==> config.mk <==
export PLATFORM = sky130hd
export DESIGN_NAME = dgs_fifo
export DESIGN_NICKNAME = d
export VERILOG_FILES = /design/src/rtl/dgs_pkg.sv /design/src/rtl/dgs_fifo.sv
export VERILOG_INCLUDE_DIRS = /design/src /design/src/rtl
export SDC_FILE = /design/constraint.sdc
export NUM_CORES = 1
export LEC_CHECK = 0
export ABC_AREA = 1
export BUFFER_PORTS_ARGS = -buffer_cell sky130_fd_sc_hd__buf_2
export CORE_AREA = 4 4 258 260
export DETAILED_ROUTE_END_ITERATION = 8
export DIE_AREA = 0 0 262 264
export PLACE_DENSITY = 0.68
export SLEW_MARGIN = 20
export SYNTH_ARGS = -nofsm -noshare
export SYNTH_HDL_FRONTEND = slang
export SYNTH_SLANG_ARGS = --single-unit
==> constraint.sdc <==
create_clock -name clk -period 42.9 [get_ports clk]
set_input_delay 0 -clock clk [delete_from_list [all_inputs] [get_ports clk]]
set_output_delay 0 -clock clk [all_outputs]
set_load 0.05 [all_outputs]
==> src/rtl/bitsliced_discrete_gaussian_sampler_assert.svh <==
// assertion macros shared by the sampler modules
`ifndef BITSLICED_DISCRETE_GAUSSIAN_SAMPLER_ASSERT_SVH
`define BITSLICED_DISCRETE_GAUSSIAN_SAMPLER_ASSERT_SVH

// same-cycle implication, clocked on clk, off during reset
`define DGS_ASSERT_IMP(lbl, ante, cons, msg) \
	lbl: assert property (@(posedge clk) disable iff (!arst_n) (ante) |-> (cons)) \
	else $error(msg);

// next-cycle implication, clocked on clk, off during reset
`define DGS_ASSERT_NXT(lbl, ante, cons, msg) \
	lbl: assert property (@(posedge clk) disable iff (!arst_n) (ante) |=> (cons)) \
	else $error(msg);

`endif

==> src/rtl/dgs_pkg.sv <==
// shared types, constants and formula sets of the discrete gaussian sampler
package dgs_pkg;

	localparam int LANES        = 64;
	localparam int LANE_W       = 6;
	localparam int STORE_DEPTH  = 12;
	localparam int CNT_W        = 4;
	localparam int POLY_LEN_DEF = 256;
	localparam int QUEUE_DEPTH  = 2;
	localparam int CFG_AW       = 2;
	localparam int CFG_DW       = 4;
	localparam logic [3:0] SHIFT_RESET = 4'd6;

	localparam logic [CFG_AW-1:0] REG_NOISE_VARIANT = 2'd0;
	localparam logic [CFG_AW-1:0] REG_COEFF_SHIFT   = 2'd1;

	typedef enum logic [1:0] {
		NV_D1 = 2'd0,
		NV_D2 = 2'd1,
		NV_D3 = 2'd2,
		NV_D4 = 2'd3
	} variant_t;

	typedef logic [63:0] word_t;
	typedef word_t [STORE_DEPTH-1:0] store_t;
	typedef word_t [3:0] mag_t;

	typedef struct packed {
		mag_t       mag;
		word_t      sign;
		logic [3:0] shift;
		logic [1:0] grp;
		logic       poly_last;
	} grp_rec_t;

	function automatic logic [CNT_W-1:0] group_size(input variant_t v);
		logic [CNT_W-1:0] s;
		unique case (v)
			NV_D1:   s = 4'd10;
			NV_D2:   s = 4'd11;
			NV_D3:   s = 4'd12;
			NV_D4:   s = 4'd11;
			default: s = 4'd11;
		endcase
		return s;
	endfunction

	function automatic mag_t mag_eval(input variant_t v, input store_t a);
		store_t b;
		mag_t   m;
		b = ~a;
		m = '0;
		unique case (v)
			NV_D1: begin
				m[0] = (a[0] & a[1] & a[2] & a[3] & a[4] & a[5] & a[7] & b[8]) |
				       (a[0] & a[3] & a[4] & a[5] & a[6] & a[8]) |
				       (a[1] & a[3] & a[4] & a[5] & a[6] & a[8]) |
				       (a[2] & a[3] & a[4] & a[5] & a[6] & a[8]) |
				       (b[2] & b[3] & b[6] & a[8]) | (b[1] & b[3] & b[6] & a[8]) |
				       (a[6] & a[7] & b[8]) | (b[5] & b[6] & a[8]) |
				       (b[4] & b[6] & a[8]) | (b[7] & a[8]);
				m[1] = (a[1] & a[2] & a[4] & a[5] & a[7] & a[8]) |
				       (a[3] & a[4] & a[5] & a[7] & a[8]) | (a[6] & a[7] & a[8]);
			end
			NV_D2: begin
				m[0] = (a[0] & a[1] & a[2] & a[3] & a[5] & a[7] & a[8]) |
				       (a[1] & a[2] & a[3] & a[5] & b[6] & a[7] & a[9]) |
				       (b[1] & b[2] & b[3] & a[6] & a[7] & a[8]) |
				       (b[1] & b[2] & b[3] & b[5] & b[8] & a[9]) |
				       (b[0] & b[2] & b[3] & b[5] & b[8] & a[9]) |
				       (a[4] & a[5] & b[6] & a[7] & a[9]) |
				       (a[3] & a[4] & a[8] & b[9]) | (b[5] & a[6] & a[7] & a[8]) |
				       (b[4] & a[6] & a[7] & a[8]) | (b[4] & b[5] & b[8] & a[9]) |
				       (a[5] & a[8] & b[9]) | (a[6] & a[8] & b[9]) |
				       (a[7] & a[8] & b[9]) | (b[7] & b[8] & a[9]) |
				       (b[6] & b[8] & a[9]);
				m[1] = (a[0] & a[1] & a[4] & b[5] & a[6] & a[7] & a[9]) |
				       (a[2] & a[4] & b[5] & a[6] & a[7] & a[9]) |
				       (a[3] & a[4] & b[5] & a[6] & a[7] & a[9]) |
				       (a[5] & a[6] & a[7] & b[8] & a[9]) |
				       (b[1] & b[2] & b[3] & a[8] & a[9]) | (b[7] & a[8] & a[9]) |
				       (b[6] & a[8] & a[9]) | (b[5] & a[8] & a[9]) |
				       (b[4] & a[8] & a[9]);
				m[2] = (a[1] & a[4] & a[5] & a[6] & a[7] & a[8] & a[9]) |
				       (a[2] & a[4] & a[5] & a[6] & a[7] & a[8] & a[9]) |
				       (a[3] & a[4] & a[5] & a[6] & a[7] & a[8] & a[9]);
			end
			NV_D3: begin
				m[0] = (a[0] & b[2] & b[3] & a[4] & a[6] & a[7] & a[9]) |
				       (a[1] & b[2] & b[3] & a[4] & a[6] & a[7] & a[9]) |
				       (b[0] & b[1] & b[3] & a[5] & a[6] & a[7] & a[9]) |
				       (a[1] & a[2] & a[3] & a[5] & a[6] & a[7] & a[9]) |
				       (b[1] & b[2] & b[3] & b[4] & b[7] & a[8] & a[9]) |
				       (a[2] & a[4] & b[5] & a[6] & a[8] & a[9]) |
				       (b[3] & b[4] & b[7] & b[8] & b[9] & a[10]) |
				       (a[3] & a[4] & a[7] & a[8] & b[10]) |
				       (a[3] & a[4] & b[5] & a[6] & a[9]) |
				       (b[4] & a[5] & a[6] & a[7] & a[9]) |
				       (b[6] & b[7] & b[8] & b[9] & a[10]) |
				       (b[5] & b[7] & b[8] & b[9] & a[10]) |
				       (a[5] & a[7] & a[8] & b[10]) | (a[6] & a[7] & a[8] & b[10]) |
				       (a[5] & a[6] & b[8] & a[9]) | (b[6] & b[7] & a[8] & a[9]) |
				       (b[5] & b[7] & a[8] & a[9]) | (a[7] & b[8] & a[9]) |
				       (a[9] & b[10]);
				m[1] = (a[0] & a[2] & a[4] & a[5] & a[6] & a[7] & a[10]) |
				       (a[1] & a[2] & a[4] & a[5] & a[6] & a[7] & a[10]) |
				       (b[1] & b[2] & b[3] & b[4] & b[7] & a[9] & a[10]) |
				       (a[3] & a[4] & a[5] & a[6] & a[7] & a[10]) |
				       (a[3] & a[5] & a[6] & b[8] & a[10]) |
				       (a[4] & a[5] & a[6] & b[8] & a[10]) |
				       (b[6] & b[7] & a[9] & a[10]) | (b[5] & b[7] & a[9] & a[10]) |
				       (a[7] & b[8] & a[10]) | (a[8] & b[9] & a[10]) |
				       (b[8] & a[9] & a[10]);
				m[2] = (a[1] & a[5] & a[6] & a[8] & a[9] & a[10]) |
				       (a[2] & a[5] & a[6] & a[8] & a[9] & a[10]) |
				       (a[3] & a[5] & a[6] & a[8] & a[9] & a[10]) |
				       (a[4] & a[5] & a[6] & a[8] & a[9] & a[10]) |
				       (a[7] & a[8] & a[9] & a[10]);
			end
			NV_D4: begin
				m[0] = (a[0] & a[1] & b[2] & a[3] & a[4] & b[6] & a[7] & b[9]) |
				       (a[2] & a[3] & a[4] & b[5] & b[6] & a[7] & b[9]) |
				       (b[2] & b[3] & b[4] & b[5] & b[7] & a[8]) |
				       (b[1] & b[3] & b[4] & b[5] & b[7] & a[8]) |
				       (b[0] & b[3] & b[4] & b[5] & b[7] & a[8]) |
				       (a[0] & b[2] & a[3] & a[5] & b[6] & a[8]) |
				       (a[1] & b[2] & a[3] & a[5] & b[6] & a[8]) |
				       (a[2] & a[3] & b[4] & a[5] & b[6] & a[8]) |
				       (a[0] & a[1] & a[4] & a[5] & a[7] & a[9]) |
				       (a[2] & b[3] & a[4] & a[6] & a[7] & a[9]) |
				       (b[2] & a[3] & a[4] & a[6] & a[7] & a[9]) |
				       (b[3] & a[5] & b[6] & a[7] & b[9]) |
				       (a[0] & a[2] & a[5] & a[7] & b[8]) |
				       (a[1] & a[2] & a[5] & a[7] & b[8]) |
				       (a[4] & a[5] & b[6] & a[7] & a[9]) |
				       (b[4] & b[5] & a[6] & a[7] & a[9]) |
				       (b[2] & b[5] & a[6] & a[7] & a[9]) |
				       (a[3] & a[5] & a[7] & b[8]) | (b[5] & b[6] & a[8] & b[9]) |
				       (b[2] & b[6] & a[8] & b[9]) | (a[6] & a[7] & b[8]) |
				       (b[7] & a[8] & b[9]) | (b[6] & b[7] & a[8]);
				m[1] = (a[2] & a[3] & a[4] & a[5] & a[7] & a[8] & b[9]) |
				       (a[2] & a[3] & a[4] & b[5] & a[6] & a[7] & a[9]) |
				       (b[2] & b[3] & b[4] & b[5] & b[7] & a[9]) |
				       (b[1] & b[3] & b[4] & b[5] & b[7] & a[9]) |
				       (b[0] & b[3] & b[4] & b[5] & b[7] & a[9]) |
				       (b[4] & a[5] & a[6] & a[7] & a[9]) |
				       (b[3] & a[5] & a[6] & a[7] & a[9]) |
				       (b[2] & a[5] & a[6] & a[7] & a[9]) |
				       (a[6] & a[7] & a[8] & b[9]) | (b[6] & b[7] & a[9]) |
				       (b[8] & a[9]);
				m[2] = (a[0] & a[1] & a[2] & b[3] & a[6] & a[8] & a[9]) |
				       (a[3] & a[6] & b[7] & a[8] & a[9]) |
				       (a[4] & b[5] & a[6] & a[8] & a[9]) |
				       (b[3] & a[5] & a[6] & a[8] & a[9]) |
				       (b[6] & a[7] & a[8] & a[9]) | (b[4] & a[7] & a[8] & a[9]) |
				       (b[2] & a[7] & a[8] & a[9]);
				m[3] = (a[2] & a[3] & a[4] & a[5] & a[6] & a[7] & a[8] & a[9]);
			end
			default: m = '0;
		endcase
		return m;
	endfunction

endpackage

==> src/rtl/dgs_fifo.sv <==
// short queue of evaluated groups between front and back
`include "bitsliced_discrete_gaussian_sampler_assert.svh"

module dgs_fifo (
	input  logic              clk,
	input  logic              arst_n,
	input  logic              push,
	input  dgs_pkg::grp_rec_t push_data,
	input  logic              pop,
	output dgs_pkg::grp_rec_t pop_data,
	output logic              full,
	output logic              empty
);

	localparam int QAW = (dgs_pkg::QUEUE_DEPTH > 1) ? $clog2(dgs_pkg::QUEUE_DEPTH) : 1;
	localparam int QCW = $clog2(dgs_pkg::QUEUE_DEPTH + 1);

	dgs_pkg::grp_rec_t mem_q [dgs_pkg::QUEUE_DEPTH];
	logic [QAW-1:0]    wr_ptr_q;
	logic [QAW-1:0]    rd_ptr_q;
	logic [QCW-1:0]    count_q;

	assign full     = (count_q == QCW'(dgs_pkg::QUEUE_DEPTH));
	assign empty    = (count_q == '0);
	assign pop_data = mem_q[rd_ptr_q];

	always_ff @(posedge clk) begin
		if (push) begin
			mem_q[wr_ptr_q] <= push_data;
		end
	end

	always_ff @(posedge clk or negedge arst_n) begin
		if (!arst_n) begin
			wr_ptr_q <= '0;
			rd_ptr_q <= '0;
			count_q  <= '0;
		end else begin
			if (push) begin
				wr_ptr_q <= (wr_ptr_q == QAW'(dgs_pkg::QUEUE_DEPTH - 1)) ? '0 : wr_ptr_q + QAW'(1);
			end
			if (pop) begin
				rd_ptr_q <= (rd_ptr_q == QAW'(dgs_pkg::QUEUE_DEPTH - 1)) ? '0 : rd_ptr_q + QAW'(1);
			end
			if (push && !pop) begin
				count_q <= count_q + QCW'(1);
			end else if (pop && !push) begin
				count_q <= count_q - QCW'(1);
			end
		end
	end

	`DGS_ASSERT_IMP(a_no_push_full, push, !full || pop, "push into full queue")
	`DGS_ASSERT_IMP(a_no_pop_empty, pop, !empty, "pop from empty queue")
	`DGS_ASSERT_NXT(a_push_fills, push && !pop, !empty, "queue empty after push")

endmodule

==> flow_summary.ini, run 1 <==
[min_path]
hp-class = input pin to flop

[sta]
maxSlewHeadroom_pct = 28.12
setup_violations = 0
finClkSkew_ns = 0.02394
fmax_ghz = 0.2396
period_needed_ns = 4.173
rsz0062_at_grt = false
hold_viol = 0
drv_slew = 0
finalCritPeriodShare_pct = 9.728
tns_ns = 0
tightestPinTransition_ns = 1.078
hold_slack_ns = 0.1368

[global_routing]
grt_pass1_wl_microns = 87490
grt_pass1_vias = 15375
grt_max_degree = 116
antenna_found_initial = 6
grtUsageTotal_pct = 16.52
grt_overflow = 0

[layout]
fin_util_pct = 51.98
drive_gt1_share_pct = 51.15
nets = 2409
n_fill_cell = 5013
area_delta_synth_final_pct = 39.17
post_layout_nonfiller_instances = 2988

[synthesis]
synth_area_per_cell_sq_um = 22.98
synth_cells = 1042
synth-compound-area-share_pct = 0
synth-xor-area-share_pct = 0.1097
syn-cell-area_sq_um = 23950
ys_ff_latch = 658
synthMuxAreaShare_pct = 15.38
ys_seq_area_share_pct = 82.43
synth_warnings = 0
yosys.area_share.simple_pct = 0.1724
synth_top_family_by_area = multiplexers
synth_fa_ha_area_share_pct = 0.05225
ys_types = 14
syn_nets = 1374

[clock_tree]
cts-buffers-inserted = 68
cts_tree = done
insertion_delay_ns = 0.58
cts.clk_slew.worst_paths_ns = 0.06
htreeDepth = 3
post_cts_resized = 0
cts.path.max_buffers = 3
clkSinkCount = 658
cts_root_buf = clkbuf_16
hold_buffers = 331
post-cts-setup-buffers = 0

[setup_path]
critPathLaunchType = flop
critPathTopFamily = buffers and inverters
cp.arrival_ns = 4.17
critPathBufInv = 3
critPathKind = flop to output pin
path_cells = buf_4 -> buf_4 -> mux2_2 -> buf_2
critical_path.slowest_cell = dfrtp_4
required_ns = 42.90
crit_top_cell = buf_4
max_stage_delay_ns = 1.13
cp-end-kind = output pin
cp_max_fo = 75

[routing]
vias_per_cell = 4.665
ant_nets = 0
dr.pass1.iters = 5
wl_per_cell_microns = 20.13
vias = 13940
first_iter_violations = 830
wl_microns = 60160
drc = 0

[place]
dp_hpwl_microns = 39050
place_inst = 2531
gp_congestion = 0.8329
io_buffers = 659

[job]
max-cap-violations = 0

[pwr]
ir_drop_mv = 0.07642
total_leakage_power_nw = 12.56
power_density_nw_per_um2 = 72.20
total_power_w = 0.002406

[floorplanning]
die_area_sq_um = 69170
die_w_microns = 262
start_util_pct = 37.35
core_sq_um = 64120
die_h_microns = 264
rows = 93
pin_count = 660

[outcome]
status = finished, final reports clean
==> path summary, 6_finish.rpt <==
| path | startpoint | end | slack (ns) | depth (start not counted) |
|---|---|---|---|---|
| worst max-delay path | rd_ptr_q$_DFFE_PN0P_ | pop_data[88] | 38.73 | 4 |
| worst min-delay path | push_data[136] | mem_q[0][136]$_DFFE_PP_ | 0.14 | 2 |
| worst max register to register | wr_ptr_q$_DFFE_PN0P_ | mem_q[0][190]$_DFFE_PP_ | 39.32 | 3 |
| worst min register to register | count_q[1]$_DFFE_PN0P_ | count_q[1]$_DFFE_PN0P_ | 0.52 | 2 |
| max in group asynchronous | arst_n | rd_ptr_q$_DFFE_PN0P_ | 42.38 | 3 |
| min in group asynchronous | arst_n | rd_ptr_q$_DFFE_PN0P_ | 0.32 | 3 |
==> layout by cell type, fill, tap and decap left out <==
cell type / netlist / final
buf_2: 0 / 659
edfxtp_1: 654 / 654
dlygate4sd3_1: 0 / 331
mux2_2: 327 / 327
clkbuf_16: 0 / 69
clkbuf_1: 0 / 19
clkinv_1: 0 / 13
clkinv_2: 0 / 11
buf_4: 1 / 11
diode_2: 0 / 6
inv_1: 7 / 6
nand2_1: 5 / 5
clkinv_8: 0 / 4
inv_6: 0 / 3
dfrtp_1: 4 / 3
nor2_1: 3 / 2
xor2_1: 2 / 2
inv_8: 0 / 1
nor2_4: 0 / 1
xnor2_1: 1 / 1
nand3_1: 1 / 1
nand4_1: 1 / 1
ha_1: 1 / 1
clkinv_4: 0 / 1
dfrtp_4: 0 / 1
==> cells in the mapped netlist <==
cell	count	area, sq um
edfxtp_1	654	19640
mux2_2	327	3682
buf_6	33	371.6
inv_1	7	26.28
nand2_1	5	18.77
dfrtp_1	4	100.1
nor2_1	3	11.26
buf_12	2	40.04
xor2_1	2	17.52
buf_4	1	7.510
ha_1	1	12.51
nand3_1	1	5.000
nand4_1	1	6.260
xnor2_1	1	8.760
==> metrics by stage <==
| stage | cell area [sq um] | worst slack [ns] |
|---|---|---|
| after floorplan | 23950 | 27.92 |
| after global placement | 28000 | 39.43 |
| after detailed placement | 28000 | 39.34 |
| after CTS | 33310 | 38.67 |
| after global routing | 33330 | 38.51 |
| final | 33330 | 38.73 |
==> cell families (layout without fill, tap and decap cells) <==
kind of cell,count (synthesis),count (layout)
buf+inv,43,1128
mux,327,327
other cells,0,6
xor+xnor,3,3
fa+ha+maj,1,1
flops,658,658
simple gates,10,10
==> worst reg2reg max path, stage by stage, from the launching register on <==
cell and delay, ns:
dfrtp_1 0.45, nor2_4 0.73, buf_4 0.89, buf_4 1.02
==> power by group <==
part | internal (W) | switching, W
sequential | 0.000855 | 0.0000453
combinational | 0.000263 | 0.000710
clock | 0.000298 | 0.000235
total | 0.00142 | 0.000991
==> cell type report <==
class / count / area (sq um) / area share (%)
Sequential cell: 658 / 19740 / 59.24
Timing Repair Buffer: 1001 / 6694 / 20.09
Multi-Input combinational cell: 341 / 3770 / 11.31
Clock buffer: 88 / 1798 / 5.395
Tap cell: 855 / 1070 / 3.210
Clock inverter: 32 / 203.9 / 0.6120
Inverter: 7 / 33.78 / 0.1014
Antenna cell: 6 / 15.01 / 0.04505
==> metal layers <==
metal	GRT usage (%)	wire length (microns)
met3	5.186	4804
met1	16.71	20460
met2	30.47	32130
met4	8.095	2768
met5	0	0
==> registers in the layout (all words and copies together) (netlist names) <==
register  flops
mem_q       654
count_q       2
rd_ptr_q      1
wr_ptr_q      1
(Power assumes the default switching activity.)
==> run 2, diff against run 1 <==
==> constraint.sdc (replaced) <==
create_clock -name clk -period 4.12 [get_ports clk]
set_input_delay 0 -clock clk [delete_from_list [all_inputs] [get_ports clk]]
set_output_delay 0 -clock clk [all_outputs]
set_load 0.05 [all_outputs]
==> run 2 against run 1 <==
Against the previous run: clock skew hardly changed; register-to-register slack worse by 37 ns; count of clock-buffer cells in the layout down 4; combinational power grew to 11 times the previous value; setup slack worse by 37 ns; global-route usage grew 0.11 points; cell count up 0.70%; sequential power increased to 10 times the previous value; non-clock buffer count up 19; hold slack lost 0.012 ns; die area is the same; largest cell class unchanged.
==> flow_summary.ini, run 2 (synthesis results as in run 1) <==
[sta]
maxSlewHeadroom_pct = 34.94
finalCritPeriodShare_pct = 67.43
finClkSkew_ns = 0.02433
tightestPinTransition_ns = 0.9760
setup_violations = 0
setup_ws_ns = 1.342
hold_viol = 0
tns_ns = 0
rsz0062_at_grt = false
period_needed_ns = 2.778
drv_slew = 0
fmax_ghz = 0.3600

[layout]
regMostFlops = mem_q
final_cell_mix = 659 x buf_2, 654 x edfxtp_1, 331 x dlygate4sd3_1, 327 x mux2_2, 72 x clkbuf_16
area_delta_synth_final_pct = 41.27
n_fill_cell = 4966
largest_reg_flops = 654
final_area_sq_um = 33830
nets = 2431
top_regs = mem_q (654), count_q (2)
final_common_cell = buf_2
fin_util_pct = 52.76
drive_gt1_share_pct = 52.00

[setup_path]
cp-end-kind = output pin
critPathKind = flop to output pin
required_ns = 4.12
critical_path.slowest_cell = dfrtp_4
critPathLaunchType = flop
max_stage_delay_ns = 1.05
cp.arrival_ns = 2.78
path_cells = buf_4 -> mux2_2 -> buf_2
cp_max_fo = 59

[pwr]
sw_frac_of_total_pct = 40.71
p_int_w = 0.01532
power_density_nw_per_um2 = 763.9
total_power_w = 0.02584
p_sw_w = 0.01052
ir_drop_mv = 0.5540
clkPwrFrac_pct = 23.6
seq_power_share_pct = 35.9
combinationalPowerShare_pct = 40.5
total_leakage_power_nw = 12.80

[floorplanning]
rows = 93
start_util_pct = 37.35
core_sq_um = 64120
pin_count = 660
die_w_microns = 262
die_area_sq_um = 69170
die_h_microns = 264

[clock_tree]
cts-buffers-inserted = 71
cts_tree = done
insertion_delay_ns = 0.60
clkSinkCount = 658
cts.path.max_buffers = 3
cts.clk_slew.worst_paths_ns = 0.06
post-cts-setup-buffers = 0
cts_root_buf = clkbuf_16
htreeDepth = 3

[routing]
drc = 0
wl_per_cell_microns = 20.14
vias = 14006
ant_nets = 0
first_iter_violations = 1084
vias_per_cell = 4.655
wl_microns = 60590
dr.pass1.iters = 7

[place]
io_buffers = 659
dp_slack_ns = 1.634
placed_area_sq_um = 28230
gp_congestion = 0.7966
dp_hpwl_microns = 38240

[global_routing]
grt_pass1_wl_microns = 88220
grt_pass1_vias = 15432
grt_overflow = 0
grtUsageTotal_pct = 16.63
antenna_found_initial = 6
grt_max_degree = 100

[outcome]
status = finished, final reports clean

[job]
max-cap-violations = 0

[min_path]
hp-class = input pin to flop
==> run 2: cell count changes in the layout (fill, tap and decap cells not counted), sizes merged <==
cell	change
clkinvlp	+2
buf	+19
clkinv	+1
bufinv	+5
inv	-2
clkbuf	-4
==> run 2: final timing paths <==
check	to	startpoint	slack, ns	cells after the start
worst max register to register	mem_q[1][232]$_DFFE_PP_	wr_ptr_q$_DFFE_PN0P_	2.03	4
max in group asynchronous	rd_ptr_q$_DFFE_PN0P_	arst_n	3.52	3
worst max-delay path	pop_data[216]	rd_ptr_q$_DFFE_PN0P_	1.34	3
worst min-delay path	mem_q[0][209]$_DFFE_PP_	push_data[209]	0.12	2
min in group asynchronous	count_q[1]$_DFFE_PN0P_	arst_n	0.38	3
worst min register to register	wr_ptr_q$_DFFE_PN0P_	wr_ptr_q$_DFFE_PN0P_	0.56	1
==> run 2: per-layer routing <==
layer  GRT usage [%]  wire length (microns)  part of all wire (%)  up-vias
met5               0                      0                     0        -
met4           7.722                   2545                   4.2        0
met3           4.966                   5136                   8.5      155
met2           30.09                  31790                    52      624
met1           17.72                  21110                    35     6933
li1                -                      -                     -     6294
==> run 2: power groups by stage <==
stage	Sequential, W	Clock [W]	Combinational (W)
CTS	0.00928	0.00627	0.0105
finish	0.00927	0.00611	0.0105
floorplan	0.00945	0	0.00811
detailed placement	0.00941	0	0.0102
global placement	0.00934	0	0.0101
global route	0.00937	0.00661	0.0109
==> run 2: final cells by class <==
| class | instances | area (sq um) | area share, % |
|---|---|---|---|
| diodes | 6 | 15.01 | 0.04438 |
| clock buffers | 84 | 1857 | 5.489 |
| clock inverters | 38 | 394.1 | 1.165 |
| inverters | 7 | 30.03 | 0.08876 |
| multi-input cells | 341 | 3772 | 11.15 |
| flip-flops and latches | 658 | 19740 | 58.36 |
| well taps | 855 | 1070 | 3.162 |
| repair buffers | 1020 | 6949 | 20.54 |
==> run 2: timing repair <==
item | 4_1_cts | 5_1_grt
gates resized for setup | 0 | 0
hold endpoints to repair | 670 | 0
hold buffers | 331 | 0
setup endpoints to repair | 0 | 0
==> run 2: worst max-delay path, delay by kind of cell, from the launching register on <==
| family | cells | cell delay, ns |
|---|---|---|
| buffers and inverters | 2 | 0.70 |
| multiplexers | 1 | 0.39 |
| flip-flops | 1 | 1.05 |
==> run 2: metrics by stage <==
stage	instances	hold slack, ns
4_1_cts	3002	0.06900
3_5_place_dp	2549	-0.1831
3_3_place_gp	2549	-0.1849
5_1_grt	3008	0.08630
6_report	3009	0.1245
2_1_floorplan	1042	-0.2956
