[src/rtl/bitsliced_discrete_gaussian_sampler_assert.svh]
// assertion macros shared by the sampler modules
`ifndef BITSLICED_DISCRETE_GAUSSIAN_SAMPLER_ASSERT_SVH
`define BITSLICED_DISCRETE_GAUSSIAN_SAMPLER_ASSERT_SVH

// same-cycle implication, clocked on clk, off during reset
`define DGS_ASSERT_IMP(lbl, ante, cons, msg) \
	lbl: assert property (@(posedge clk) disable iff (!arst_n) (ante) |-> (cons)) \
	else $error(msg);

// next-cycle implication, clocked on clk, off during reset
`define DGS_ASSERT_NXT(lbl, ante, cons, msg) \
	lbl: assert property (@(posedge clk) disable iff (!arst_n) (ante) |=> (cons)) \
	else $error(msg);

`endif

[src/rtl/dgs_pkg.sv]
// shared types, constants and formula sets of the discrete gaussian sampler
package dgs_pkg;

	localparam int LANES        = 64;
	localparam int LANE_W       = 6;
	localparam int STORE_DEPTH  = 12;
	localparam int CNT_W        = 4;
	localparam int POLY_LEN_DEF = 256;
	localparam int QUEUE_DEPTH  = 2;
	localparam int CFG_AW       = 2;
	localparam int CFG_DW       = 4;
	localparam logic [3:0] SHIFT_RESET = 4'd6;

	localparam logic [CFG_AW-1:0] REG_NOISE_VARIANT = 2'd0;
	localparam logic [CFG_AW-1:0] REG_COEFF_SHIFT   = 2'd1;

	typedef enum logic [1:0] {
		NV_D1 = 2'd0,
		NV_D2 = 2'd1,
		NV_D3 = 2'd2,
		NV_D4 = 2'd3
	} variant_t;

	typedef logic [63:0] word_t;
	typedef word_t [STORE_DEPTH-1:0] store_t;
	typedef word_t [3:0] mag_t;

	typedef struct packed {
		mag_t       mag;
		word_t      sign;
		logic [3:0] shift;
		logic [1:0] grp;
		logic       poly_last;
	} grp_rec_t;

	function automatic logic [CNT_W-1:0] group_size(input variant_t v);
		logic [CNT_W-1:0] s;
		unique case (v)
			NV_D1:   s = 4'd10;
			NV_D2:   s = 4'd11;
			NV_D3:   s = 4'd12;
			NV_D4:   s = 4'd11;
			default: s = 4'd11;
		endcase
		return s;
	endfunction

	function automatic mag_t mag_eval(input variant_t v, input store_t a);
		store_t b;
		mag_t   m;
		b = ~a;
		m = '0;
		unique case (v)
			NV_D1: begin
				m[0] = (a[0] & a[1] & a[2] & a[3] & a[4] & a[5] & a[7] & b[8]) |
				       (a[0] & a[3] & a[4] & a[5] & a[6] & a[8]) |
				       (a[1] & a[3] & a[4] & a[5] & a[6] & a[8]) |
				       (a[2] & a[3] & a[4] & a[5] & a[6] & a[8]) |
				       (b[2] & b[3] & b[6] & a[8]) | (b[1] & b[3] & b[6] & a[8]) |
				       (a[6] & a[7] & b[8]) | (b[5] & b[6] & a[8]) |
				       (b[4] & b[6] & a[8]) | (b[7] & a[8]);
				m[1] = (a[1] & a[2] & a[4] & a[5] & a[7] & a[8]) |
				       (a[3] & a[4] & a[5] & a[7] & a[8]) | (a[6] & a[7] & a[8]);
			end
			NV_D2: begin
				m[0] = (a[0] & a[1] & a[2] & a[3] & a[5] & a[7] & a[8]) |
				       (a[1] & a[2] & a[3] & a[5] & b[6] & a[7] & a[9]) |
				       (b[1] & b[2] & b[3] & a[6] & a[7] & a[8]) |
				       (b[1] & b[2] & b[3] & b[5] & b[8] & a[9]) |
				       (b[0] & b[2] & b[3] & b[5] & b[8] & a[9]) |
				       (a[4] & a[5] & b[6] & a[7] & a[9]) |
				       (a[3] & a[4] & a[8] & b[9]) | (b[5] & a[6] & a[7] & a[8]) |
				       (b[4] & a[6] & a[7] & a[8]) | (b[4] & b[5] & b[8] & a[9]) |
				       (a[5] & a[8] & b[9]) | (a[6] & a[8] & b[9]) |
				       (a[7] & a[8] & b[9]) | (b[7] & b[8] & a[9]) |
				       (b[6] & b[8] & a[9]);
				m[1] = (a[0] & a[1] & a[4] & b[5] & a[6] & a[7] & a[9]) |
				       (a[2] & a[4] & b[5] & a[6] & a[7] & a[9]) |
				       (a[3] & a[4] & b[5] & a[6] & a[7] & a[9]) |
				       (a[5] & a[6] & a[7] & b[8] & a[9]) |
				       (b[1] & b[2] & b[3] & a[8] & a[9]) | (b[7] & a[8] & a[9]) |
				       (b[6] & a[8] & a[9]) | (b[5] & a[8] & a[9]) |
				       (b[4] & a[8] & a[9]);
				m[2] = (a[1] & a[4] & a[5] & a[6] & a[7] & a[8] & a[9]) |
				       (a[2] & a[4] & a[5] & a[6] & a[7] & a[8] & a[9]) |
				       (a[3] & a[4] & a[5] & a[6] & a[7] & a[8] & a[9]);
			end
			NV_D3: begin
				m[0] = (a[0] & b[2] & b[3] & a[4] & a[6] & a[7] & a[9]) |
				       (a[1] & b[2] & b[3] & a[4] & a[6] & a[7] & a[9]) |
				       (b[0] & b[1] & b[3] & a[5] & a[6] & a[7] & a[9]) |
				       (a[1] & a[2] & a[3] & a[5] & a[6] & a[7] & a[9]) |
				       (b[1] & b[2] & b[3] & b[4] & b[7] & a[8] & a[9]) |
				       (a[2] & a[4] & b[5] & a[6] & a[8] & a[9]) |
				       (b[3] & b[4] & b[7] & b[8] & b[9] & a[10]) |
				       (a[3] & a[4] & a[7] & a[8] & b[10]) |
				       (a[3] & a[4] & b[5] & a[6] & a[9]) |
				       (b[4] & a[5] & a[6] & a[7] & a[9]) |
				       (b[6] & b[7] & b[8] & b[9] & a[10]) |
				       (b[5] & b[7] & b[8] & b[9] & a[10]) |
				       (a[5] & a[7] & a[8] & b[10]) | (a[6] & a[7] & a[8] & b[10]) |
				       (a[5] & a[6] & b[8] & a[9]) | (b[6] & b[7] & a[8] & a[9]) |
				       (b[5] & b[7] & a[8] & a[9]) | (a[7] & b[8] & a[9]) |
				       (a[9] & b[10]);
				m[1] = (a[0] & a[2] & a[4] & a[5] & a[6] & a[7] & a[10]) |
				       (a[1] & a[2] & a[4] & a[5] & a[6] & a[7] & a[10]) |
				       (b[1] & b[2] & b[3] & b[4] & b[7] & a[9] & a[10]) |
				       (a[3] & a[4] & a[5] & a[6] & a[7] & a[10]) |
				       (a[3] & a[5] & a[6] & b[8] & a[10]) |
				       (a[4] & a[5] & a[6] & b[8] & a[10]) |
				       (b[6] & b[7] & a[9] & a[10]) | (b[5] & b[7] & a[9] & a[10]) |
				       (a[7] & b[8] & a[10]) | (a[8] & b[9] & a[10]) |
				       (b[8] & a[9] & a[10]);
				m[2] = (a[1] & a[5] & a[6] & a[8] & a[9] & a[10]) |
				       (a[2] & a[5] & a[6] & a[8] & a[9] & a[10]) |
				       (a[3] & a[5] & a[6] & a[8] & a[9] & a[10]) |
				       (a[4] & a[5] & a[6] & a[8] & a[9] & a[10]) |
				       (a[7] & a[8] & a[9] & a[10]);
			end
			NV_D4: begin
				m[0] = (a[0] & a[1] & b[2] & a[3] & a[4] & b[6] & a[7] & b[9]) |
				       (a[2] & a[3] & a[4] & b[5] & b[6] & a[7] & b[9]) |
				       (b[2] & b[3] & b[4] & b[5] & b[7] & a[8]) |
				       (b[1] & b[3] & b[4] & b[5] & b[7] & a[8]) |
				       (b[0] & b[3] & b[4] & b[5] & b[7] & a[8]) |
				       (a[0] & b[2] & a[3] & a[5] & b[6] & a[8]) |
				       (a[1] & b[2] & a[3] & a[5] & b[6] & a[8]) |
				       (a[2] & a[3] & b[4] & a[5] & b[6] & a[8]) |
				       (a[0] & a[1] & a[4] & a[5] & a[7] & a[9]) |
				       (a[2] & b[3] & a[4] & a[6] & a[7] & a[9]) |
				       (b[2] & a[3] & a[4] & a[6] & a[7] & a[9]) |
				       (b[3] & a[5] & b[6] & a[7] & b[9]) |
				       (a[0] & a[2] & a[5] & a[7] & b[8]) |
				       (a[1] & a[2] & a[5] & a[7] & b[8]) |
				       (a[4] & a[5] & b[6] & a[7] & a[9]) |
				       (b[4] & b[5] & a[6] & a[7] & a[9]) |
				       (b[2] & b[5] & a[6] & a[7] & a[9]) |
				       (a[3] & a[5] & a[7] & b[8]) | (b[5] & b[6] & a[8] & b[9]) |
				       (b[2] & b[6] & a[8] & b[9]) | (a[6] & a[7] & b[8]) |
				       (b[7] & a[8] & b[9]) | (b[6] & b[7] & a[8]);
				m[1] = (a[2] & a[3] & a[4] & a[5] & a[7] & a[8] & b[9]) |
				       (a[2] & a[3] & a[4] & b[5] & a[6] & a[7] & a[9]) |
				       (b[2] & b[3] & b[4] & b[5] & b[7] & a[9]) |
				       (b[1] & b[3] & b[4] & b[5] & b[7] & a[9]) |
				       (b[0] & b[3] & b[4] & b[5] & b[7] & a[9]) |
				       (b[4] & a[5] & a[6] & a[7] & a[9]) |
				       (b[3] & a[5] & a[6] & a[7] & a[9]) |
				       (b[2] & a[5] & a[6] & a[7] & a[9]) |
				       (a[6] & a[7] & a[8] & b[9]) | (b[6] & b[7] & a[9]) |
				       (b[8] & a[9]);
				m[2] = (a[0] & a[1] & a[2] & b[3] & a[6] & a[8] & a[9]) |
				       (a[3] & a[6] & b[7] & a[8] & a[9]) |
				       (a[4] & b[5] & a[6] & a[8] & a[9]) |
				       (b[3] & a[5] & a[6] & a[8] & a[9]) |
				       (b[6] & a[7] & a[8] & a[9]) | (b[4] & a[7] & a[8] & a[9]) |
				       (b[2] & a[7] & a[8] & a[9]);
				m[3] = (a[2] & a[3] & a[4] & a[5] & a[6] & a[7] & a[8] & a[9]);
			end
			default: m = '0;
		endcase
		return m;
	endfunction

endpackage

[src/rtl/dgs_back.sv]
// back end: walks the 64 lanes of a group and drives the output register
`include "bitsliced_discrete_gaussian_sampler_assert.svh"

module dgs_back (
	input  logic              clk,
	input  logic              arst_n,
	input  logic              q_empty,
	input  dgs_pkg::grp_rec_t q_data,
	output logic              q_pop,
	output logic              m_tvalid,
	input  logic              m_tready,
	output logic [23:0]       m_tdata,
	output logic              m_tlast,
	output logic              m_tuser
);

	localparam logic [dgs_pkg::LANE_W-1:0] LAST_LANE = dgs_pkg::LANE_W'(dgs_pkg::LANES - 1);

	dgs_pkg::grp_rec_t           grp_q;
	logic                        active_q;
	logic [dgs_pkg::LANE_W-1:0]  lane_q;
	logic                        out_valid_q;
	logic [15:0]                 coeff_q;
	logic [7:0]                  index_q;
	logic                        glast_q;
	logic                        plast_q;
	logic                        advance;
	logic                        emit;
	logic                        at_last;
	logic [3:0]                  mag;
	logic [15:0]                 mag16;
	logic [15:0]                 signed16;
	logic [15:0]                 coeff;

	always_comb begin
		advance  = !out_valid_q || m_tready;
		emit     = advance && active_q;
		at_last  = (lane_q == LAST_LANE);
		q_pop    = !q_empty && (!active_q || (emit && at_last));
		mag      = {grp_q.mag[3][lane_q], grp_q.mag[2][lane_q],
		            grp_q.mag[1][lane_q], grp_q.mag[0][lane_q]};
		mag16    = {12'd0, mag};
		signed16 = grp_q.sign[lane_q] ? (16'd0 - mag16) : mag16;
		coeff    = signed16 << grp_q.shift;
	end

	always_ff @(posedge clk) begin
		if (q_pop) begin
			grp_q <= q_data;
		end
		if (emit) begin
			coeff_q <= coeff;
			index_q <= {grp_q.grp, lane_q};
			glast_q <= at_last;
			plast_q <= at_last && grp_q.poly_last;
		end
	end

	always_ff @(posedge clk or negedge arst_n) begin
		if (!arst_n) begin
			active_q    <= 1'b0;
			lane_q      <= '0;
			out_valid_q <= 1'b0;
		end else begin
			if (advance) begin
				out_valid_q <= active_q;
			end
			if (q_pop) begin
				active_q <= 1'b1;
				lane_q   <= '0;
			end else if (emit) begin
				if (at_last) begin
					active_q <= 1'b0;
				end
				lane_q <= lane_q + dgs_pkg::LANE_W'(1);
			end
		end
	end

	assign m_tvalid = out_valid_q;
	assign m_tdata  = {index_q, coeff_q};
	assign m_tlast  = glast_q;
	assign m_tuser  = plast_q;

	`DGS_ASSERT_IMP(a_last_lane, m_tvalid && m_tlast, m_tdata[21:16] == LAST_LANE, "tlast off lane 63")
	`DGS_ASSERT_IMP(a_poly_in_group, m_tvalid && m_tuser, m_tlast, "poly end without group end")
	`DGS_ASSERT_IMP(a_mid_group_active, m_tvalid && !m_tlast, active_q, "group dropped mid-way")

endmodule

[config.mk]
export PLATFORM = sky130hd
export DESIGN_NAME = dgs_back
export DESIGN_NICKNAME = d
export VERILOG_FILES = /design/src/rtl/dgs_pkg.sv /design/src/rtl/dgs_back.sv
export VERILOG_INCLUDE_DIRS = /design/src /design/src/rtl
export SDC_FILE = /design/constraint.sdc
export NUM_CORES = 1
export LEC_CHECK = 0
export BUFFER_PORTS_ARGS = -buffer_cell sky130_fd_sc_hd__buf_2
export CORE_MARGIN = 2
export CORE_UTILIZATION = 35
export CTS_CLUSTER_SIZE = 16
export DETAILED_ROUTE_END_ITERATION = 10
export PLACE_DENSITY = 0.61
export SYNTH_ARGS = -nofsm -noshare
export SYNTH_HDL_FRONTEND = slang
export SYNTH_SLANG_ARGS = --single-unit
[constraint.sdc]
create_clock -name clk -period 95.7 [get_ports clk]
set_clock_uncertainty 0.05 [all_clocks]
set_input_delay 28.71 -clock clk [delete_from_list [all_inputs] [get_ports clk]]
set_output_delay 28.71 -clock clk [all_outputs]
set_load 0.02 [all_outputs]
==> results of run 1 <==
[cells by family after synthesis]
| logic type | share of synthesized area (%) |
|---|---|
| xor+xnor | 0.540 |
| flops | 75.2 |
| fa+ha+maj | 0.174 |
| simple gates | 3.27 |
| compound gates | 5.10 |
| buf+inv | 2.08 |
| mux | 13.6 |
[flip-flops by register name (all words and copies together), names as in the netlist]
name	flops
grp_q	327
lane_q	6
index_q	8
m_tlast	1
active_q	1
m_tvalid	1
m_tuser	1
coeff_q	16
[layer usage]
metal	GRT usage, %	wire, microns
met5	0	60
met4	5.77	784
met3	4.84	2740
met2	27.6	17800
met1	22.2	15200
[report_power, final]
part / internal, W / switching (W) / leakage, nW
clock network: 0.0000837 / 0.0000622 / 0.598
logic: 0.0000716 / 0.0000937 / 2.55
registers: 0.000183 / 0.00000961 / 3.29
[final cells by class]
cell class,instances,share of cell area [%]
Inverter,10,0.209
Sequential cell,361,60.3
Timing Repair Buffer,371,10.5
Clock buffer,52,5.89
Multi-Input combinational cell,285,18.3
Antenna cell,7,0.0977
Clock inverter,16,0.935
Tap cell,532,3.71
[cell usage after synthesis (all sizes together) (3+ instances only)]
| cell type | instances |
|---|---|
| mux2 | 5 |
| nand3 | 6 |
| mux4 | 78 |
| buf | 25 |
| xor2 | 3 |
| edfxtp | 353 |
| dfrtp | 8 |
| xnor2 | 5 |
| nand2 | 20 |
| a21oi | 17 |
| nor2b | 5 |
| o21ai | 9 |
| o31ai | 5 |
| a2bb2oi | 3 |
| a31oi | 4 |
| o22ai | 8 |
| nor3 | 8 |
| clkbuf | 14 |
| nor2 | 25 |
| and3 | 3 |
| a221oi | 3 |
| mux2i | 14 |
| nand2b | 6 |
| inv | 8 |
| and2 | 4 |
| a211o | 3 |
| a22oi | 14 |
[stage by stage]
step,instance area (sq um),utilization [%]
after floorplan,14400,-
after global placement,16700,41.0
after global routing,17900,44.1
after CTS,17900,44.1
final,17900,44.1
after detailed placement,16700,41.0
[placed cells by master, fill, tap and decap left out, drive strengths merged, types with 3 or more instances in the layout]
cell type	instances
and3	3
diode	7
o31ai	5
and2	4
nor2b	5
mux2	5
nor3	8
nor2	25
nand2b	6
o21ai	9
edfxtp	353
a221oi	3
nand3	6
mux2i	14
a211o	3
o22ai	8
clkinv	12
inv	11
dfrtp	8
a22oi	14
mux4	78
nand2	20
a31oi	4
a2bb2oi	3
clkbuf	52
xor2	3
buf	371
xnor2	5
a21oi	17
[worst reg2reg max path: cells and delay by family, from the launching register on]
family                     cells  cell delay [ns]
DFF                            1             0.61
AOI/OAI and AO/OA              5             1.46
adders and majority gates      1             0.24
buffers and inverters          2             0.76
and+or+nand+nor                1             0.12
muxes                          2             0.96
[worst max-delay path by stage]
stage	from	end	slack, ns
finish	m_tready	q_pop	37.05
global placement	m_tready	q_pop	37.05
CTS	m_tready	q_pop	37.02
global route	m_tready	q_pop	36.96
floorplan	m_tready	q_pop	21.85
detailed placement	m_tready	q_pop	37.02
==> impl_metrics.py, run 1 <==
metrics = {
    "critical_path": {
        "slowest_stage": "a21oi_4",
        "path_cells": "buf_2 > nand2b_1 > nand2_1 > a21oi_4 > buf_4 > buf_2",
        "cp_common_cell": "buf_2",
        "r2r_cells": 11,
        "crit_family": "buffers and inverters",
        "r2r_start": "lane_q[0]$_DFFE_PN0P_",
        "reg2reg_slack_ns": 91.24,
        "worstSetupStartpointType": "input port",
        "path_buf_inv": 3,
        "critical_path_arrival_ns": 29.89,
        "worst-path-max-fanout": 12,
        "worstSetupPathType": "input port to primary output",
        "slowest_delay_ns": 0.31,
        "critPathRequiredTime_ns": 66.94,
        "r2r_end": "coeff_q[8]$_DFFE_PP_",
        "cp_num_cells": 6,
        "endpoint_kind": "primary output",
    },
    "cells_and_area": {
        "fillers": 3551,
        "multi_input_area_sq_um": 3280,
        "drive_above_1_share_pct": 48.9,
        "layout.cells.non_filler": 1634,
        "seqCellArea_sq_um": 10800,
        "area.growth.synth_to_final_pct": 24.8,
        "nNetsFinal": 1402,
    },
    "global_route": {
        "antenna_found_initial": 10,
        "grt_pass1_wl_microns": 52300,
        "grt_overflow": 0,
        "grt_max_degree": 88,
        "grt_pass1_vias": 8370,
        "grtUsageTotal_pct": 17.0,
    },
    "logic_synthesis": {
        "synth.avg_cell_area_sq_um": 20.7,
        "synth_edf_count": 353,
        "synth_warnings": 0,
        "netlist_top_cells_area": "edfxtp_1 74%, mux4_2 12%, dfrtp_1 1.4%",
        "yosysTopAreaCell": "edfxtp_1",
        "synth_top_area_share_pct": 73.8,
        "ys.flop_type": "edfxtp_1",
        "async_flop_share_pct": 2.22,
        "synth_nets": 1028,
        "synth_area_sq_um": 14400,
        "ys_types": 77,
        "ys_seq_area_share_pct": 75.2,
        "synth-seq-cells": 361,
        "synthCells": 695,
    },
    "sta": {
        "period_needed_ns": 58.65,
        "worst_pin_slew_ns": 1.15,
        "post-route-period-util_pct": 61.3,
        "fin_setup_tns_ns": 0,
        "fin_ws_ns": 37.05,
        "final_hold_viol_count": 0,
        "clock.fmax_mhz": 17.0,
        "setup_violations": 0,
        "hold_slack_ns": 0.381,
        "relSlewSlack_pct": 23.4,
        "drv_slew": 0,
        "rsz0062_at_grt": "false",
    },
    "clock_network": {
        "cts-hold-fix-buffers": 0,
        "cts_buffers": 40,
        "post_cts_resized": 0,
        "cts_tree": "built",
        "clk_pin_slew_ns": 0.06,
        "cts-root-buf": "clkbuf_16",
        "clock_latency_ns": 0.57,
        "post_cts_buffers": 0,
        "clock_sinks": 361,
        "cts.htree.levels": 2,
        "cts_buffer_depth": 3,
    },
    "hold_path": {
        "hold_depth": 0,
        "worstHoldStart": "grp_q[1]$_DFFE_PP_",
        "hp-class": "flip-flop to flip-flop",
        "hold_end": "index_q[6]$_DFFE_PP_",
    },
    "placement": {
        "io_buffers": 358,
        "dp_hpwl_microns": 25500,
        "dpl_worst_slack_ns": 37.02,
        "placedCellCount": 1559,
        "gp_congestion": 0.778,
    },
    "pwr": {
        "p_total_w": 0.000504,
        "ir_drop_uv": 15.0,
        "powerDensity_nw_per_um2": 28.1,
        "p_leak_nw": 6.43,
    },
    "route": {
        "final_antenna_net_count": 0,
        "drtIter0Drc": 401,
        "drc": 0,
        "first_pass_iters": 4,
        "vias": 8052,
        "routed_wl_microns": 36500,
        "via_per_inst": 4.93,
        "wl_per_cell_microns": 22.4,
    },
    "floorplanning": {
        "fp-row-count": 74,
        "start_util_pct": 35.3,
        "die_h_microns": 207,
        "ios": 359,
        "die_area_sq_um": 42700,
        "fp.dieW_microns": 207,
        "core_sq_um": 40600,
    },
    "status": {
        "status": "complete, no violations",
    },
    "run": {
        "cap_violations": 0,
    },
}
(Power assumes the default switching activity.)
==> inputs of run 2 (changes only) <==
==> constraint.sdc (replaced) <==
create_clock -name clk -period 58.5 [get_ports clk]
set_clock_uncertainty 0.05 [all_clocks]
set_input_delay 17.55 -clock clk [delete_from_list [all_inputs] [get_ports clk]]
set_output_delay 17.55 -clock clk [all_outputs]
set_load 0.02 [all_outputs]
==> run 2 against run 1 <==
  * Utilization decreased by 0.25 points
  * Critical path type unchanged
  * Sequential power rose by 66%
  * Wire length fell by 1.8%
  * Via count decreased by 0.53%
  * Largest cell class unchanged
  * Setup slack got worse by 16 ns
  * Combinational power rose by 59%
  * Total power up 60%
  * Die area is the same
  * Sequential cell count stayed put
  * Non-clock buffer count decreased by 1
  * Register-to-register slack worse by 38 ns
  * Critical endpoint unchanged
==> impl_metrics.py, run 2 (synthesis gave the netlist of run 1 again) <==
metrics = {
    "sta": {
        "period_needed_ns": 37.36,
        "rsz0062_at_grt": "false",
        "fin_setup_tns_ns": 0,
        "setup_violations": 0,
        "relSlewSlack_pct": 20.1,
        "drv_slew": 0,
        "clock.fmax_mhz": 26.8,
        "post-route-period-util_pct": 63.9,
        "worst_pin_slew_ns": 1.20,
        "final_hold_viol_count": 0,
    },
    "pwr": {
        "ir_drop_uv": 24.8,
        "powerDensity_nw_per_um2": 45.2,
        "p_leak_nw": 6.39,
    },
    "critical_path": {
        "reg2reg_slack_ns": 53.47,
        "critical_path_arrival_ns": 19.76,
        "endpoint_kind": "primary output",
        "worst-path-max-fanout": 39,
        "worstSetupStartpointType": "input port",
        "worstSetupPathType": "input port to primary output",
        "critPathRequiredTime_ns": 40.90,
    },
    "route": {
        "drtIter0Drc": 429,
        "drc": 0,
        "via_per_inst": 4.91,
        "routed_wl_microns": 35900,
        "wl_per_cell_microns": 22.0,
        "first_pass_iters": 5,
        "final_antenna_net_count": 0,
        "vias": 8009,
    },
    "floorplanning": {
        "fp.dieW_microns": 207,
        "ios": 359,
        "die_area_sq_um": 42700,
        "fp-row-count": 74,
        "die_h_microns": 207,
        "core_sq_um": 40600,
        "start_util_pct": 35.3,
    },
    "cells_and_area": {
        "nNetsFinal": 1400,
        "drive_above_1_share_pct": 48.5,
        "fillers": 3587,
        "area.growth.synth_to_final_pct": 24.1,
        "mostFrequentLayoutCell": "buf_2",
        "layout.cells.non_filler": 1630,
        "top_register": "grp_q",
        "largest_reg_flops": 327,
        "layout_common_cells": "358 x buf_2, 353 x edfxtp_1, 76 x mux4_2",
        "top_regs": "grp_q: 327 flops, coeff_q: 16 flops, index_q: 8 flops",
    },
    "placement": {
        "dp_hpwl_microns": 25200,
        "gp_congestion": 0.757,
        "io_buffers": 358,
        "placedCellCount": 1558,
    },
    "clock_network": {
        "cts_buffer_depth": 3,
        "cts_tree": "built",
        "cts.htree.levels": 2,
        "cts-root-buf": "clkbuf_16",
        "cts-hold-fix-buffers": 0,
        "post_cts_buffers": 0,
        "clock_latency_ns": 0.55,
        "clock_sinks": 361,
        "cts_buffers": 39,
        "post_cts_resized": 0,
        "clk_pin_slew_ns": 0.06,
    },
    "run": {
        "cap_violations": 0,
    },
    "global_route": {
        "grtUsageTotal_pct": 16.8,
        "grt_max_degree": 89,
        "antenna_found_initial": 10,
        "grt_pass1_vias": 8251,
        "grt_overflow": 0,
        "grt_pass1_wl_microns": 51400,
    },
    "status": {
        "status": "complete, no violations",
    },
    "hold_path": {
        "hp-class": "flip-flop to flip-flop",
    },
}
==> run 2: cell type report <==
cell class                      count  area (sq um)  share of cell area (%)
Multi-Input combinational cell    285          3280                    18.4
Sequential cell                   361         10800                    60.7
Timing Repair Buffer              370          1880                    10.6
Tap cell                          532           666                    3.73
Clock inverter                     19           121                   0.681
Antenna cell                        2          5.00                  0.0281
Inverter                           10          37.5                   0.211
Clock buffer                       51          1020                    5.73
==> run 2: worst max-delay path: stages <==
cell	delay [ns]
buf_2	0.07
nand2b_1	0.13
nand2_1	0.12
a21oi_4	0.95
buf_4	0.63
buf_2	0.27
==> run 2: stage by stage <==
step | setup slack, ns | instance area (sq um) | power (W) | hold WS (ns) | util, %
finish | 21.14 | 17800 | 0.000806 | 0.372 | 43.8
global route | 20.97 | 17800 | 0.000850 | 0.380 | 43.8
CTS | 21.10 | 17800 | 0.000822 | 0.372 | 43.8
detailed placement | 21.09 | 16700 | 0.000595 | 0.366 | 41.0
global placement | 21.20 | 16700 | 0.000593 | 0.353 | 41.0
floorplan | 6.97 | 14400 | 0.000519 | 0.350 | -
==> run 2: per-layer routing <==
layer | share of wire (%) | GRT usage [%]
met1 | 42 | 22.1
met2 | 49 | 27.1
met3 | 7.0 | 4.40
met4 | 2.3 | 5.38
met5 | 0.23 | 0
==> run 2: power breakdown <==
part,total (W),switching (W),leakage (nW),internal [W]
combinational,0.000263,0.000146,2.54,0.000117
clock,0.000224,0.0000967,0.558,0.000127
sequential,0.000319,0.0000200,3.29,0.000299
total,0.000806,0.000263,6.39,0.000543
==> run 2: path summary, 6_finish.rpt <==
check | startpoint | endpoint | depth (start not counted)
worst max-delay path | m_tready | q_pop | 6
min in group asynchronous | arst_n | m_tvalid$_DFFE_PN0P_ | 1
max in group asynchronous | arst_n | lane_q[0]$_DFFE_PN0P_ | 1
worst max register to register | lane_q[1]$_DFFE_PN0P_ | grp_q[284]$_DFFE_PP_ | 7
worst min-delay path | grp_q[1]$_DFFE_PP_ | index_q[6]$_DFFE_PP_ | 0
worst min register to register | grp_q[1]$_DFFE_PP_ | index_q[6]$_DFFE_PP_ | 0
